File: config.mk
export PLATFORM = sky130hd
export DESIGN_NAME = ebbf_div
export DESIGN_NICKNAME = d
export VERILOG_FILES = /design/src/rtl/core/ebbf_div.sv
export SDC_FILE = /design/constraint.sdc
export NUM_CORES = 1
export LEC_CHECK = 0
export ABC_AREA = 1
export BUFFER_PORTS_ARGS = -buffer_cell sky130_fd_sc_hd__buf_2
export CAP_MARGIN = 40
export CORE_ASPECT_RATIO = 0.8
export CORE_UTILIZATION = 35
export CTS_BUF_LIST = sky130_fd_sc_hd__clkbuf_4 sky130_fd_sc_hd__clkbuf_8
export CTS_CLUSTER_SIZE = 25
export DETAILED_ROUTE_END_ITERATION = 6
export PLACE_DENSITY = 0.64
export SYNTH_ARGS = -nofsm -noshare
export SYNTH_HDL_FRONTEND = slang
export SYNTH_SLANG_ARGS = --single-unit
File: constraint.sdc
create_clock -name i_clk -period 3.71 [get_ports i_clk]
set_input_delay 0.742 -clock i_clk [delete_from_list [all_inputs] [get_ports i_clk]]
set_output_delay 0.742 -clock i_clk [all_outputs]
set_load 0.05 [all_outputs]
File: src/rtl/core/ebbf_div.sv
// ----------------------------------------------------------------------------
// ebbf_div
// Restoring divider, one quotient bit per cycle.
// ----------------------------------------------------------------------------
module ebbf_div #(
    parameter int DW = 58,
    parameter int VW = 24
) (
    input  logic          i_clk,
    input  logic          i_rst_n,
    input  logic          i_start,
    input  logic [DW-1:0] i_dividend,
    input  logic [VW-1:0] i_divisor,
    output logic          o_done,
    output logic [DW-1:0] o_quotient
);
    localparam int CNW = $clog2(DW + 1);

    logic           r_busy;
    logic           r_done;
    logic [CNW-1:0] r_cnt;
    logic [DW-1:0]  r_q;
    logic [VW-1:0]  r_rem;
    logic [VW-1:0]  r_dv;

    // one restoring step
    logic [VW:0] rem_sh, diff;
    assign rem_sh = {r_rem, r_q[DW-1]};
    assign diff   = rem_sh - {1'b0, r_dv};

    // control
    always_ff @(posedge i_clk) begin
        if (!i_rst_n) begin
            r_busy <= 1'b0;
            r_done <= 1'b0;
            r_cnt  <= '0;
        end else begin
            r_done <= 1'b0;
            if (i_start) begin
                r_busy <= 1'b1;
                r_cnt  <= '0;
            end else if (r_busy) begin
                r_cnt <= r_cnt + CNW'(1);
                if (r_cnt == CNW'(DW - 1)) begin
                    r_busy <= 1'b0;
                    r_done <= 1'b1;
                end
            end
        end
    end

    // datapath
    always_ff @(posedge i_clk) begin
        if (i_start) begin
            r_q   <= i_dividend;
            r_rem <= '0;
            r_dv  <= i_divisor;
        end else if (r_busy) begin
            if (!diff[VW]) begin
                r_rem <= diff[VW-1:0];
                r_q   <= {r_q[DW-2:0], 1'b1};
            end else begin
                r_rem <= rem_sh[VW-1:0];
                r_q   <= {r_q[DW-2:0], 1'b0};
            end
        end
    end

    assign o_done     = r_done;
    assign o_quotient = r_q;

endmodule
==> results.cfg, run 1 <==
[status]
outcome = finished clean

[power]
total_power_mw = 3.308
power_density_nw_per_um2 = 412.6
pwr-share-seq = 0.461
p_leak_nw = 4.208
combPwrFrac = 0.184
p_sw_mw = 1.077
vdd.ir_drop.worst_mv = 0.2495
switching_share = 0.3255
intPower_mw = 2.232
p_clk_frac = 0.355

[routing]
ant_nets = 0
wl_per_cell_um = 12.81
drt-vias-per-instance = 4.474
drc = 0
firstDrtPassIters = 5
vias = 5834
drt_wl_total_um = 16700
drtIter0Drc = 340

[finish]
n_antenna_cell = 0
final_cell_area_sq_um = 8019
fin_nets = 1150
syn2layout_area_growth_pct = 20.49
drive_above_1_share = 0.2017

[global_routing]
grt_overflow_total = 0
antenna_found_initial = 1
grt_pass1_wl_um = 27800
grt.total_usage = 0.1822
first_global_vias = 5697
grt_max_degree = 63

[placed_design]
post-place-ws_ns = 1.315
portBuffers = 143
dp_hpwl_um = 12340
placedInstanceArea_sq_um = 7627
place_congestion = 0.8901

[die]
io_pins = 144
start_util = 0.3619
dieArea_sq_um = 19570
die_w_um = 156.2
fp.coreArea_sq_um = 18390
rows = 44
die_h_um = 125.3

[clock_tree]
clk_latency_ns = 0.45
cts_tree = built
cts_setup_buffers = 0
cts-resized-gates = 0
clk_pin_slew_ns = 0.08
ctsLongestPathBuffers = 2
htree_levels = 4
cts_made_buffers = 17
hold_buffers = 0
cts_num_sinks = 114
cts-root-buf = clkbuf_8

[synthesis]
ys_top_cells_by_count = 410 x nand2_1, 145 x inv_1, 82 x edfxtp_1
synth_most_common_cell = nand2_1
synth_top_area_cell = edfxtp_1
yosysSeqAreaShare = 0.4663
async_flop_share = 0
syn_nets = 1004
synth_flop_cell = edfxtp_1
synth_top_area_frac = 0.3700
syn_avg_cell_area_sq_um = 7.461
ys.warnings.count = 0
synth_area_leaders = edfxtp_1 37%, nand2_1 23%, dfxtp_1 9.6%, inv_1 8.2%, ha_1 4.9%
synth_edf_count = 82
synth_seq_cells = 114
syn-cell-area_sq_um = 6655
synth.distinct_cells = 35
synthCells = 892

[critical_path]
crit_type = flop to flop
endpoint_kind = flop
crit_fanout = 25
worst_ep_required_time_ns = 3.91
cp.arrival_ns = 2.58
start_kind = flop

[sta]
final.setup.worst_slack_ns = 1.330
setup_viol = 0
post-route-period-util = 0.6415
rsz0062_at_grt = false
hold_violations = 0
finalSetupTns_ns = 0
slew_viol_final = 0
fmax_mhz = 420.2
skew_ns = 0.01237
worst_pin_slew_ns = 0.7390
min_period_ns = 2.380
relSlewSlack = 0.5073
worst_hold_slack_ns = 0.4607

[min_path]
hold_class = input pin to flop

[job]
maxCapViolCount = 0
-- metrics by stage --
step | instances | util
2_1_floorplan | 892 | -
3_3_place_gp | 1272 | 0.4148
3_5_place_dp | 1272 | 0.4148
4_1_cts | 1304 | 0.4361
5_1_grt | 1304 | 0.4361
6_report | 1304 | 0.4361
-- cell families after synthesis --
kind of cell               count (synthesis)  share of synthesized area
and+or+nand+nor                          545                     0.3429
xor gates and xnor gates                  12                    0.01579
adders and majority gates                 27                    0.05189
AOI/OAI and AO/OA                         28                    0.02444
DFF                                      114                     0.4663
buffers and inverters                    166                    0.09870
-- power groups by stage --
stage | clock network (mW) | registers (mW) | logic (mW)
finish | 1.17 | 1.53 | 0.607
global route | 1.26 | 1.54 | 0.658
CTS | 1.21 | 1.53 | 0.612
detailed placement | 0 | 1.55 | 0.613
global placement | 0 | 1.55 | 0.608
floorplan | 0 | 1.77 | 0.205
-- final cells by class --
class	instances	area, sq um
sequential	114	3103
fill	1965	10370
clock buffer	17	234.0
multi-input combinational	612	2895
inverter	145	544.3
tap	253	316.6
timing repair buffer	148	768.2
clock inverter	15	157.7
-- sequential cells by signal, summed over array words and instances, names as in the netlist --
signal / count
r_busy: 1
r_dv: 24
r_rem: 24
o_done: 1
o_quotient: 58
r_cnt: 6
-- worst paths after layout --
path	startpoint	to	slack, ns	cells past startpoint
setup / recovery	o_quotient[57]	o_quotient[0]	1.33	13
hold / removal	i_divisor[13]	r_dv[13]	0.46	1
setup reg to reg	o_quotient[57]	o_quotient[0]	1.33	13
hold reg to reg	r_rem[2]	r_rem[2]	0.48	2
-- placed cells by master (no fill, tap or decap), types with 3 or more instances in the layout --
master / n
inv_6: 3
edfxtp_1: 82
nor2_2: 3
o21ai_0: 10
nand3_1: 45
dfxtp_1: 32
clkbuf_8: 17
buf_2: 142
clkinv_1: 3
ha_1: 26
xnor2_1: 7
inv_1: 143
nand2_2: 20
xor2_1: 5
clkinv_4: 5
nor2_1: 41
nor3_1: 5
nand3b_1: 3
nand2_1: 410
a21oi_1: 13
nand4_1: 7
buf_4: 5
-- routing by layer --
layer  global-route usage  vias up  wire [um]
met5                    0        -          8
met4              0.05479        2        212
met3              0.05997       17       1268
met2               0.2718      178       7049
met1               0.2491     2592       8161
li1                     -     3045          -
-- worst max-delay path, stage by stage (launching register included) --
cell and delay, ns:
edfxtp_1 0.34, inv_1 0.06, ha_1 0.22, fa_1 0.42, inv_1 0.09, nand2_1 0.06, nand2_1 0.06, nand3_1 0.08
nand2_2 0.13, nand2_2 0.11, nand3_4 0.12, nand2_2 0.06, nand2_4 0.25, o21ai_0 0.12
Power figures use the tool's default switching activity.
==> inputs of run 2 (changes only) <==
--- a/config.mk
+++ b/config.mk
@@ -13,7 +13,7 @@
 export CTS_BUF_LIST = sky130_fd_sc_hd__clkbuf_4 sky130_fd_sc_hd__clkbuf_8
 export CTS_CLUSTER_SIZE = 25
 export DETAILED_ROUTE_END_ITERATION = 6
-export PLACE_DENSITY = 0.64
+export PLACE_DENSITY = 0.66
 export SYNTH_ARGS = -nofsm -noshare
 export SYNTH_HDL_FRONTEND = slang
 export SYNTH_SLANG_ARGS = --single-unit
==> constraint.sdc (replaced) <==
create_clock -name i_clk -period 2.1 [get_ports i_clk]
set_input_delay 0.42 -clock i_clk [delete_from_list [all_inputs] [get_ports i_clk]]
set_output_delay 0.42 -clock i_clk [all_outputs]
set_load 0.05 [all_outputs]
==> run 2 against run 1 <==
  * The run now ends with negative setup slack left
  * Worst hold slack worse by 0.33 ns
  * First-iteration DRC count increased by 7.1%
  * Wire length increased by 7.2%
  * Die area unchanged
  * Register-to-register slack worse by 1.3 ns
  * Critical path type unchanged
  * Highest routed layer unchanged
==> results.cfg, run 2 (synthesis gave the netlist of run 1 again) <==
[clock_tree]
ctsLongestPathBuffers = 2
htree_levels = 4
cts_made_buffers = 17
clk_pin_slew_ns = 0.09
cts-root-buf = clkbuf_8
cts_num_sinks = 114
cts_tree = built
clk_latency_ns = 0.46

[global_routing]
first_global_vias = 5715
grt_overflow_total = 0
grt.total_usage = 0.1927
grt_max_degree = 51
antenna_found_initial = 1
grt_pass1_wl_um = 29080

[placed_design]
place_congestion = 0.8741
post-place-ws_ns = -0.04317
dp_hpwl_um = 13270
portBuffers = 143
place_inst = 1305

[sta]
setup_viol = 3
worst_pin_slew_ns = 0.3812
relSlewSlack = 0.7459
rsz0062_at_grt = true
post-route-period-util = 1.007
skew_ns = 0.01158
hold_violations = 0
final.setup.worst_slack_ns = -0.01444
fmax_mhz = 472.9
min_period_ns = 2.114
slew_viol_final = 0

[critical_path]
cp.arrival_ns = 2.46
cp_slowest_cell = edfxtp_1
cpPeakStageDelay_ns = 0.38
start_kind = flop
critical-path-top-delay-family = simple AND/OR/NAND/NOR gates
crit_chain = ha_2 -> fa_2 -> inv_2 -> nand2_1 -> nand2_1 -> nand3_2 -> nand2_2 -> nand2_4 -> nand3_4 -> buf_6 -> nand2_8 -> nand2_8 -> nand2_4 -> nand3_2 -> nand2_1
crit_type = flop to flop
critical_path_buf_inv_count = 2
cp_common_cell = nand2_1
worst_ep_required_time_ns = 2.45
crit_fanout = 5
endpoint_kind = flop

[die]
dieArea_sq_um = 19570
fp.coreArea_sq_um = 18390
die_h_um = 125.3
die_w_um = 156.2
io_pins = 144
start_util = 0.3619
rows = 44

[routing]
drt_wl_total_um = 17910
ant_nets = 0
firstDrtPassIters = 4
drtIter0Drc = 364
wl_per_cell_um = 13.33
drc = 0
drt-vias-per-instance = 4.484
vias = 6022

[finish]
syn2layout_area_growth_pct = 31.11
largest_reg_flops = 58
final_common_cell = nand2_1
fin_cells = 1343
fillers = 1884
n_antenna_cell = 0
drive_above_1_share = 0.2761
final_cell_mix = 396 x nand2_1, 142 x inv_1, 142 x buf_2
fin_nets = 1189

[power]
vdd.ir_drop.worst_mv = 0.6727
power_density_nw_per_um2 = 730.7
p_leak_nw = 4.572

[job]
maxCapViolCount = 0

[status]
outcome = finished, violations left
failed_checks = negative setup slack

[min_path]
hold_class = input pin to flop
[run 2: changes by cell type in the layout (fill, tap and decap cells not counted), moves of 9 or more]
cell,before,now
buf_4,5,31
nand2_1,410,396
nand3_1,45,27
nand3_2,0,18
nor2_1,41,32
[run 2: power by group]
group | total (mW) | internal (mW) | switching, mW
sequential | 2.69 | 2.61 | 0.0825
combinational | 1.15 | 0.320 | 0.834
clock | 2.53 | 1.45 | 1.08
total | 6.38 | 4.38 | 2.00
[run 2: repair_timing]
action,in CTS,in global routing
pin swaps,1,4
setup buffers,3,0
endpoints found under the setup margin,20,25
hold endpoints to repair,0,0
gates cloned,3,0
hold buffers,0,0
gates resized for setup,6,47
[run 2: path summary, 6_finish.rpt]
check / startpoint / end / slack [ns] / depth (start not counted)
worst min register to register: r_rem[2] / r_rem[2] / 0.47 / 2
worst max-delay path: r_dv[0] / r_rem[4] / -0.01 / 15
worst max register to register: r_dv[0] / r_rem[4] / -0.01 / 15
worst min-delay path: i_divisor[12] / r_dv[12] / 0.14 / 1
[run 2: worst register-to-register path, stage by stage (launching register included)]
cell and delay [ns]:
edfxtp_1 0.38, ha_2 0.21, fa_2 0.36, inv_2 0.07
nand2_1 0.04, nand2_1 0.07, nand3_2 0.07, nand2_2 0.09
nand2_4 0.07, nand3_4 0.09, buf_6 0.13, nand2_8 0.10
nand2_8 0.17, nand2_4 0.06, nand3_2 0.07, nand2_1 0.05
[run 2: layout make-up]
type / count / area (sq um) / share of cell area
Clock buffer: 17 / 234.0 / 0.02681
Clock inverter: 15 / 242.7 / 0.02782
Inverter: 145 / 548.0 / 0.06280
Multi-Input combinational cell: 615 / 3171 / 0.3633
Sequential cell: 114 / 3103 / 0.3556
Tap cell: 253 / 316.6 / 0.03628
Timing Repair Buffer: 184 / 1111 / 0.1273
[run 2: metal layers]
metal  up-vias  track usage  wire, um
li1       3126            -         -
met1      2683       0.2543      8452
met2       191       0.2965      7805
met3        20      0.06967      1422
met4         2      0.05248       208
met5         -            0        17
[run 2: through the flow]
| step | utilization | total power [mW] | hold slack [ns] | TNS, ns | area [sq um] |
|---|---|---|---|---|---|
| after floorplan | - | 3.501 | 0.4386 | -14.34 | 6720 |
| after global placement | 0.4338 | 3.864 | 0.4490 | -0.002183 | 7976 |
| after detailed placement | 0.4338 | 3.875 | 0.4619 | -0.2274 | 7976 |
| after CTS | 0.4653 | 6.426 | 0.1065 | 0 | 8556 |
| after global routing | 0.4746 | 6.639 | 0.1003 | -2.022 | 8726 |
| final | 0.4746 | 6.376 | 0.1350 | -0.02419 | 8726 |
